$ cat config.mk
export PLATFORM = sky130hd
export DESIGN_NAME = allocation_tracking_table
export DESIGN_NICKNAME = d
export VERILOG_FILES = /design/src/rtl/core/att_pkg.sv /design/src/rtl/core/att_cell.sv /design/src/rtl/core/att_ctrl.sv /design/src/rtl/core/allocation_tracking_table.sv
export SDC_FILE = /design/constraint.sdc
export NUM_CORES = 2
export LEC_CHECK = 0
export BUFFER_PORTS_ARGS = -buffer_cell sky130_fd_sc_hd__buf_4
export CORE_UTILIZATION = 49
export DETAILED_ROUTE_END_ITERATION = 12
export PLACE_DENSITY_LB_ADDON = 0.25
export SYNTH_ARGS = -nofsm -noshare
export SYNTH_HDL_FRONTEND = slang
export SYNTH_SLANG_ARGS = --single-unit
$ cat constraint.sdc
create_clock -name clk -period 205.1 [get_ports clk]
set_input_delay 41.02 -clock clk [delete_from_list [all_inputs] [get_ports clk]]
set_output_delay 41.02 -clock clk [all_outputs]
set_load 0.01 [all_outputs]
$ cat src/rtl/core/att_pkg.sv
// Shared types and constants for the allocation tracking table.
// Holds the request, result and table entry structs, status and command codes,
// the controller state type and a saturating counter helper. No dependencies.
`timescale 1ns / 1ps

package att_pkg;

	localparam int PTR_W  = 32;
	localparam int SIZE_W = 32;
	localparam int CTR_W  = 32;

	// Command codes.
	localparam logic CMD_ALLOC = 1'b0;
	localparam logic CMD_FREE  = 1'b1;

	// Status codes reported with every result.
	localparam logic [2:0] ST_RECORDED  = 3'd0;
	localparam logic [2:0] ST_POOL_FULL = 3'd1;
	localparam logic [2:0] ST_FREED     = 3'd2;
	localparam logic [2:0] ST_UNTRACKED = 3'd3;
	localparam logic [2:0] ST_IGNORED   = 3'd4;

	// Saturation limits of the narrow result fields.
	localparam logic [6:0]  CNT7_MAX    = 7'h7F;
	localparam logic [37:0] BYTES38_MAX = 38'h3F_FFFF_FFFF;

	typedef struct packed {
		logic              command;
		logic [PTR_W-1:0]  pointer;
		logic [SIZE_W-1:0] byte_size;
	} req_t;

	typedef struct packed {
		logic [2:0]       status;
		logic [5:0]       slot;
		logic [6:0]       match_count;
		logic [6:0]       active_count;
		logic [37:0]      active_bytes;
		logic [CTR_W-1:0] alloc_total;
		logic [CTR_W-1:0] free_total;
		logic [CTR_W-1:0] invalid_free_total;
	} rsp_t;

	typedef struct packed {
		logic              valid;
		logic [PTR_W-1:0]  pointer;
		logic [SIZE_W-1:0] size;
	} entry_t;

	typedef enum logic [1:0] {
		S_IDLE,
		S_SCAN,
		S_REPORT
	} state_t;

	// Adds two counter values and sticks at the all-ones maximum.
	function automatic logic [CTR_W-1:0] sat_add(input logic [CTR_W-1:0] a,
			input logic [CTR_W-1:0] b);
		logic [CTR_W:0] sum;
		sum = {1'b0, a} + {1'b0, b};
		return sum[CTR_W] ? {CTR_W{1'b1}} : sum[CTR_W-1:0];
	endfunction

endpackage

$ cat src/rtl/core/att_cell.sv
// One table cell of the allocation tracking ring: a valid mark, pointer and size.
// On every shift it loads the entry of its neighbor. Depends on att_pkg.
`timescale 1ns / 1ps

module att_cell (
	input  logic           clk,
	input  logic           arst_n,
	input  logic           shift,
	input  att_pkg::entry_t nxt,
	output att_pkg::entry_t entry
);

	logic                       valid_q;
	logic [att_pkg::PTR_W-1:0]  pointer_q;
	logic [att_pkg::SIZE_W-1:0] size_q;

	always_ff @(posedge clk or negedge arst_n) begin
		if (!arst_n) begin
			valid_q <= 1'b0;
		end else if (shift) begin
			valid_q <= nxt.valid;
		end
	end

	// Pointer and size mean nothing while the entry is not valid.
	always_ff @(posedge clk) begin
		if (shift) begin
			pointer_q <= nxt.pointer;
			size_q    <= nxt.size;
		end
	end

	assign entry.valid   = valid_q;
	assign entry.pointer = pointer_q;
	assign entry.size    = size_q;

endmodule

$ cat src/rtl/core/att_ctrl.sv
// Scan controller of the allocation tracking table: sequencer, per-request
// scan state, running totals and the result register. Depends on att_pkg.
`timescale 1ns / 1ps

module att_ctrl #(
	parameter int RECORDS = 64
) (
	input  logic            clk,
	input  logic            arst_n,
	input  logic            start,
	output logic            busy,
	input  att_pkg::req_t   req,
	input  att_pkg::entry_t head,
	output att_pkg::entry_t tail,
	output logic            shift,
	output logic            done,
	output att_pkg::rsp_t   rsp
);

	localparam int IDX_W    = (RECORDS > 1) ? $clog2(RECORDS) : 1;
	localparam int CNT_W    = $clog2(RECORDS + 1);
	localparam int BYTES_W  = att_pkg::SIZE_W + CNT_W;
	localparam int CNT_XW   = (CNT_W > 7) ? CNT_W : 7;
	localparam int BYTES_XW = (BYTES_W > 38) ? BYTES_W : 38;
	localparam logic [IDX_W-1:0] LAST_IDX = IDX_W'(RECORDS - 1);

	att_pkg::state_t state_q, state_n;

	att_pkg::req_t               req_q;
	logic                        null_q;
	logic [IDX_W-1:0]            idx_q;
	logic                        placed_q;
	logic                        found_q;
	logic [IDX_W-1:0]            slot_q;
	logic [CNT_W-1:0]            match_q;
	logic [BYTES_W-1:0]          freed_q;

	logic [CNT_W-1:0]            live_cnt_q, live_cnt_n;
	logic [BYTES_W-1:0]          live_bytes_q, live_bytes_n;
	logic [att_pkg::CTR_W-1:0]   allocs_q, allocs_n;
	logic [att_pkg::CTR_W-1:0]   frees_q, frees_n;
	logic [att_pkg::CTR_W-1:0]   bad_q, bad_n;

	att_pkg::rsp_t               rsp_q, rsp_n;
	logic                        done_q;

	logic accept;
	logic is_free;
	logic take_alloc;
	logic hit_free;

	logic [CNT_XW-1:0]   match_x;
	logic [CNT_XW-1:0]   active_x;
	logic [BYTES_XW-1:0] bytes_x;
	logic [IDX_W+5:0]    slot_x;

	// Next state.
	always_comb begin
		state_n = state_q;
		case (state_q)
			att_pkg::S_IDLE: begin
				if (start) begin
					state_n = (req.pointer == '0) ? att_pkg::S_REPORT : att_pkg::S_SCAN;
				end
			end
			att_pkg::S_SCAN: begin
				if (idx_q == LAST_IDX) begin
					state_n = att_pkg::S_REPORT;
				end
			end
			att_pkg::S_REPORT: begin
				state_n = att_pkg::S_IDLE;
			end
			default: begin
				state_n = att_pkg::S_IDLE;
			end
		endcase
	end

	// State outputs.
	always_comb begin
		busy  = 1'b1;
		shift = 1'b0;
		case (state_q)
			att_pkg::S_IDLE: begin
				busy = 1'b0;
			end
			att_pkg::S_SCAN: begin
				shift = 1'b1;
			end
			att_pkg::S_REPORT: begin
				busy = 1'b1;
			end
			default: begin
				busy = 1'b1;
			end
		endcase
	end

	assign accept = start && !busy;

	always_ff @(posedge clk or negedge arst_n) begin
		if (!arst_n) begin
			state_q <= att_pkg::S_IDLE;
		end else begin
			state_q <= state_n;
		end
	end

	// Cell-level decision on the entry at the head of the ring.
	assign is_free    = (req_q.command == att_pkg::CMD_FREE);
	assign take_alloc = !is_free && !placed_q && !head.valid;
	assign hit_free   = is_free && head.valid && (head.pointer == req_q.pointer);

	always_comb begin
		tail = head;
		if (take_alloc) begin
			tail.valid   = 1'b1;
			tail.pointer = req_q.pointer;
			tail.size    = req_q.byte_size;
		end else if (hit_free) begin
			tail.valid = 1'b0;
		end
	end

	always_ff @(posedge clk) begin
		if (accept) begin
			req_q  <= req;
		end
	end

	always_ff @(posedge clk or negedge arst_n) begin
		if (!arst_n) begin
			null_q   <= 1'b0;
			idx_q    <= '0;
			placed_q <= 1'b0;
			found_q  <= 1'b0;
			slot_q   <= '0;
			match_q  <= '0;
			freed_q  <= '0;
		end else if (accept) begin
			null_q   <= (req.pointer == '0);
			idx_q    <= '0;
			placed_q <= 1'b0;
			found_q  <= 1'b0;
			slot_q   <= '0;
			match_q  <= '0;
			freed_q  <= '0;
		end else if (shift) begin
			idx_q <= idx_q + 1'b1;
			if (take_alloc) begin
				placed_q <= 1'b1;
				slot_q   <= idx_q;
			end
			if (hit_free) begin
				found_q <= 1'b1;
				if (!found_q) begin
					slot_q <= idx_q;
				end
				match_q <= match_q + 1'b1;
				freed_q <= freed_q + BYTES_W'(head.size);
			end
		end
	end

	// Running totals after this request.
	always_comb begin
		live_cnt_n   = live_cnt_q;
		live_bytes_n = live_bytes_q;
		allocs_n     = allocs_q;
		frees_n      = frees_q;
		bad_n        = bad_q;
		if (!null_q) begin
			if (placed_q) begin
				live_cnt_n   = live_cnt_q + 1'b1;
				live_bytes_n = live_bytes_q + BYTES_W'(req_q.byte_size);
				allocs_n     = att_pkg::sat_add(allocs_q, att_pkg::CTR_W'(1));
			end else if (found_q) begin
				live_cnt_n   = live_cnt_q - match_q;
				live_bytes_n = live_bytes_q - freed_q;
				frees_n      = att_pkg::sat_add(frees_q, att_pkg::CTR_W'(match_q));
			end else if (is_free) begin
				bad_n = att_pkg::sat_add(bad_q, att_pkg::CTR_W'(1));
			end
		end
	end

	assign match_x  = CNT_XW'(match_q);
	assign active_x = CNT_XW'(live_cnt_n);
	assign bytes_x  = BYTES_XW'(live_bytes_n);
	assign slot_x   = (IDX_W + 6)'(slot_q);

	always_comb begin
		if (null_q) begin
			rsp_n.status = att_pkg::ST_IGNORED;
		end else if (!is_free) begin
			rsp_n.status = placed_q ? att_pkg::ST_RECORDED : att_pkg::ST_POOL_FULL;
		end else begin
			rsp_n.status = found_q ? att_pkg::ST_FREED : att_pkg::ST_UNTRACKED;
		end
		rsp_n.slot         = slot_x[5:0];
		rsp_n.match_count  = (match_x > CNT_XW'(att_pkg::CNT7_MAX)) ?
			att_pkg::CNT7_MAX : match_x[6:0];
		rsp_n.active_count = (active_x > CNT_XW'(att_pkg::CNT7_MAX)) ?
			att_pkg::CNT7_MAX : active_x[6:0];
		rsp_n.active_bytes = (bytes_x > BYTES_XW'(att_pkg::BYTES38_MAX)) ?
			att_pkg::BYTES38_MAX : bytes_x[37:0];
		rsp_n.alloc_total        = allocs_n;
		rsp_n.free_total         = frees_n;
		rsp_n.invalid_free_total = bad_n;
	end

	always_ff @(posedge clk or negedge arst_n) begin
		if (!arst_n) begin
			live_cnt_q   <= '0;
			live_bytes_q <= '0;
			allocs_q     <= '0;
			frees_q      <= '0;
			bad_q        <= '0;
			done_q       <= 1'b0;
		end else begin
			done_q <= (state_q == att_pkg::S_REPORT);
			if (state_q == att_pkg::S_REPORT) begin
				live_cnt_q   <= live_cnt_n;
				live_bytes_q <= live_bytes_n;
				allocs_q     <= allocs_n;
				frees_q      <= frees_n;
				bad_q        <= bad_n;
			end
		end
	end

	always_ff @(posedge clk) begin
		if (state_q == att_pkg::S_REPORT) begin
			rsp_q <= rsp_n;
		end
	end

	assign done = done_q;
	assign rsp  = rsp_q;

endmodule

$ cat src/rtl/core/allocation_tracking_table.sv
// Top level of the allocation tracking table: a ring of RECORDS table cells
// and the scan controller. Depends on att_pkg, att_cell and att_ctrl.
`timescale 1ns / 1ps

// Usage
// A request (command, pointer, byte_size in req) is taken at a rising edge where
// start is high and busy is low. Every request yields exactly one result on rsp,
// shown for one cycle with done high; the receiver cannot stall it, so it must
// take the result in that cycle.
// The table lives in a ring of RECORDS cells. While a request is scanned, the
// ring rotates by one cell per cycle; the controller inspects the cell at the
// head, updates it, and feeds it back in at the tail, so after a full turn
// every entry is back at its own index. An alloc takes the lowest free slot and
// a free clears every matching entry in the same pass.
// Timing: a request with a non-null pointer keeps busy high through the scan of
// every cell and then the reporting state; done is high in the first cycle with
// busy low, and a new request may be taken in that same cycle. A null pointer
// skips the scan and goes straight to the reporting state. The rate at which
// requests follow each other is set by the ring, which visits one entry per
// cycle.
// Reset clears all valid marks and the running totals at once; no clearing pass
// is needed, and start is taken right after reset is released.

module allocation_tracking_table #(
	parameter int RECORDS = 64
) (
	input  logic          clk,
	input  logic          arst_n,
	input  logic          start,
	output logic          busy,
	input  att_pkg::req_t req,
	output logic          done,
	output att_pkg::rsp_t rsp
);

	// ring[i] is the entry held in cell i; cell 0 is the head.
	att_pkg::entry_t ring [RECORDS];
	att_pkg::entry_t tail;
	logic            shift;

	genvar gi;
	generate
		for (gi = 0; gi < RECORDS; gi++) begin : g_cell
			if (gi == RECORDS - 1) begin : g_last
				// The last cell is loaded with the entry the controller wrote back.
				att_cell u_cell (
					.clk    (clk),
					.arst_n (arst_n),
					.shift  (shift),
					.nxt    (tail),
					.entry  (ring[gi])
				);
			end else begin : g_mid
				att_cell u_cell (
					.clk    (clk),
					.arst_n (arst_n),
					.shift  (shift),
					.nxt    (ring[gi+1]),
					.entry  (ring[gi])
				);
			end
		end
	endgenerate

	// The controller sequences the scan and keeps the running totals.
	att_ctrl #(
		.RECORDS (RECORDS)
	) u_ctrl (
		.clk    (clk),
		.arst_n (arst_n),
		.start  (start),
		.busy   (busy),
		.req    (req),
		.head   (ring[0]),
		.tail   (tail),
		.shift  (shift),
		.done   (done),
		.rsp    (rsp)
	);

endmodule

==> flow_summary_export.csv <==
group,metric,value,unit
synthesis,synth_edf_count,4318,
hold_path,min_path_type,"reg2reg",
worst_setup_path,start_kind,"flop",
sta,fmax,23.11,MHz
die,start_util,49.32,%
synthesis,postSynthAreaPerCell,21.61,um2
cts,cts_made_buffers,434,
global_routing,grt_pass1_vias,60700,
routing,wirelength,242500,um
worst_setup_path,slowest_delay,590,ps
worst_setup_path,cp_max_fo,4,
global_routing,gr-total-overflow,0,
routing,routedWlPerCell,20.13,um
sta,fin_crit,43270,ps
cts,clock-sinks,4588,
outcome,status,"completed",
synthesis,synth_commonest_cells,"edfxtp_1, nand2_1, dfrtp_1, nor2_1, o21ai_0",
worst_setup_path,path_cells,"nor2_1, inv_1, buf_4",
worst_setup_path,critPathKind,"reg2out",
cts,hold_buffers,0,
place,dp_hpwl,137800,um
die,coreArea,306100,um2
die,die_area,310300,um2
global_routing,track_usage,15.62,%
synthesis,synth_top_area_cell,"edfxtp_1",
finish,final_nets,7771,
synthesis,ys_types,89,
flow_run,drv_cap,0,
synthesis,synth_most_common_cell,"edfxtp_1",
worst_setup_path,path_buf_inv,2,
power_and_ir_drop,power.density,15.54,nW/um2
die,io_pins,227,
routing,firstDrtPassIters,6,
routing,drtIter0Drc,5834,
power_and_ir_drop,irDropWorstVdd,0.01487,mV
sta,finalHoldViolations,0,
finish,n_fill_cell,22500,
global_routing,antenna_found_initial,10,
worst_setup_path,end_kind,"primary output",
finish,stdcell_count,12050,
global_routing,grt_first_pass_wirelength,372800,um
worst_setup_path,arrival,2250,ps
place,place_inst,11240,
cts,cts-resized-gates,0,
sta,period_share,21.10,%
routing,via_count,62010,
worst_setup_path,required,164080,ps
sta,setup-tns-final,0,ps
place,placed_area,157900,um2
synthesis,synth_ff_type,"edfxtp_1",
synthesis,syn_area,151000,um2
die,rows,203,
cts,clk_latency,930,ps
cts,htreeDepth,5,
routing,ant_nets,0,
die,die_w,557.0,um
synthesis,syn_inst,6987,
synthesis,ys_async_sr_fraction,5.885,%
global_routing,grt_max_degree,209,
cts,clk_root_buffer_cell,"clkbuf_16",
synthesis,seq_area_frac_synth,90.37,%
sta,finalSetupViolations,0,
worst_setup_path,critPathTopFamily,"simple AND/OR/NAND/NOR gates",
cts,clockBufferDepth,4,
synthesis,syn_nets,7180,
routing,drcViolationCount,0,
die,die_h,557.0,um
finish,final_area,172000,um2
sta,slew_violations,0,
finish,syn_to_final_growth,13.92,%
synthesis,ys_seq_elements,4588,
finish,drive_above_1_share,13.17,%
routing,viasPerCell,5.148,
place,routabilityCongestion,0.8275,
synthesis,synth_area_leaders,"edfxtp_1, dfrtp_1, nand2_1",
synthesis,synth_top_area_share,85.90,%
cts,clk_pin_slew_worst_paths,60,ps
sta,fin_skew,54.85,ps
power_and_ir_drop,leakagePower,55.92,nW
sta,max_slew.worst_pin.slew,1200,ps
worst_setup_path,crit_slowest_cell,"nor2_1",
sta,maxSlewHeadroom,20.02,%
cts,cts_tree,"yes",
sta,rsz0062_at_grt,"no",
power_and_ir_drop,p_total,2.673,mW
synthesis,yosys_warnings,0,
cts,post-cts-setup-buffers,0,
place,portBuffers,226,
## through the flow
step	worst slack, ps	util (%)	hold slack [ps]
floorplan	88030	-	400.3
global placement	161550	51.58	400.3
detailed placement	161410	51.58	404.5
CTS	161610	56.18	381.5
global route	161700	56.18	385.5
finish	161830	56.19	383.6
## worst reg2reg max path, cell delays in order, from the launching register on
cell and delay [ps]:
dfrtp_1 430, nand2b_2 310, inv_8 630, buf_4 1000
buf_4 920, buf_4 980, buf_4 990, buf_4 720
## power breakdown
part | leakage, nW | internal (mW) | switching [mW]
clock network | 6.83 | 0.446 | 0.334
logic | 7.70 | 0.0656 | 0.262
registers | 41.4 | 1.47 | 0.0907
## cell families (layout without fill, tap and decap cells)
kind of cell	Yosys count	count (layout)	synth area share, %
buffers and inverters	231	1184	0.5951
and+or+nand+nor	1041	1041	3.125
DFF	4588	4588	90.37
other	0	5	0
xor gates and xnor gates	198	198	1.161
AOI/OAI and AO/OA	715	715	3.026
adders and majority gates	125	125	1.061
muxes	89	89	0.6598
## routing by layer
layer  GRT usage, %  up-vias  part of all wire, %
li1               -    28480                    -
met1          24.98    31830                   49
met2          22.12     1311                   44
met3          2.662      394                  4.6
met4          4.394        0                  2.5
met5              0        -                    0
## registers in the layout (all words and copies together) (netlist names), 2 cells and up
signal and cells:
u_ctrl.match_q 7, g_cell.g_last.u_cell.pointer_q 32, u_ctrl.idx_q 6, u_ctrl.frees_q 32, u_ctrl.freed_q 39, g_cell.g_mid.u_cell.pointer_q 2016
g_cell.g_mid.u_cell.size_q 2016, u_ctrl.req_q 64, u_ctrl.live_bytes_q 39, u_ctrl.allocs_q 32, u_ctrl.rsp 157, u_ctrl.slot_q 6
u_ctrl.bad_q 32, u_ctrl.state_q 2, u_ctrl.live_cnt_q 7, g_cell.g_mid.u_cell.valid_q 63, g_cell.g_last.u_cell.size_q 32
## final timing paths
check                                                           from  depth (start not counted)                                    to  slack (ps)
worst max-delay path                               u_ctrl.state_q[1]                          3                                  busy      161830
worst min-delay path            g_cell[38].g_mid.u_cell.pointer_q[7]                          0  g_cell[37].g_mid.u_cell.pointer_q[7]         380
worst max register to register                     u_ctrl.state_q[1]                          7     g_cell[17].g_mid.u_cell.size_q[9]      198690
worst min register to register  g_cell[38].g_mid.u_cell.pointer_q[7]                          0  g_cell[37].g_mid.u_cell.pointer_q[7]         380
max in group asynchronous                                     arst_n                          3                    u_ctrl.allocs_q[3]      162730
min in group asynchronous                                     arst_n                          1               u_ctrl.live_bytes_q[38]       40150
## cells in the final DEF, fill, tap and decap left out, types with 40 or more instances in the layout
cell | Yosys | routed
inv_1 | 90 | 88
nand4_1 | 51 | 51
dfrtp_1 | 270 | 270
xor2_1 | 86 | 86
bufinv_16 | 0 | 40
mux2_2 | 81 | 81
clkinv_1 | 2 | 104
nor2_1 | 189 | 187
xnor2_1 | 111 | 111
and3_1 | 42 | 42
buf_4 | 0 | 285
clkbuf_16 | 0 | 437
o21ai_0 | 184 | 183
a21oi_1 | 175 | 175
clkinv_2 | 0 | 77
nand2_1 | 494 | 492
a31oi_1 | 69 | 69
edfxtp_1 | 4318 | 4318
ha_1 | 120 | 120
nand3_1 | 114 | 114
a21o_1 | 64 | 64
clkbuf_1 | 111 | 68
## final cells by class
class,instances,area [um2],share of cell area [%]
flip-flops and latches,4588,136400,79.33
multi-input cells,2168,13660,7.944
clock buffers,513,11300,6.572
well taps,4100,5130,2.983
clock inverters,285,2776,1.615
repair buffers,293,2295,1.334
inverters,93,366.6,0.2132
diodes,5,12.51,0.007276
(Power assumes the default switching activity.)
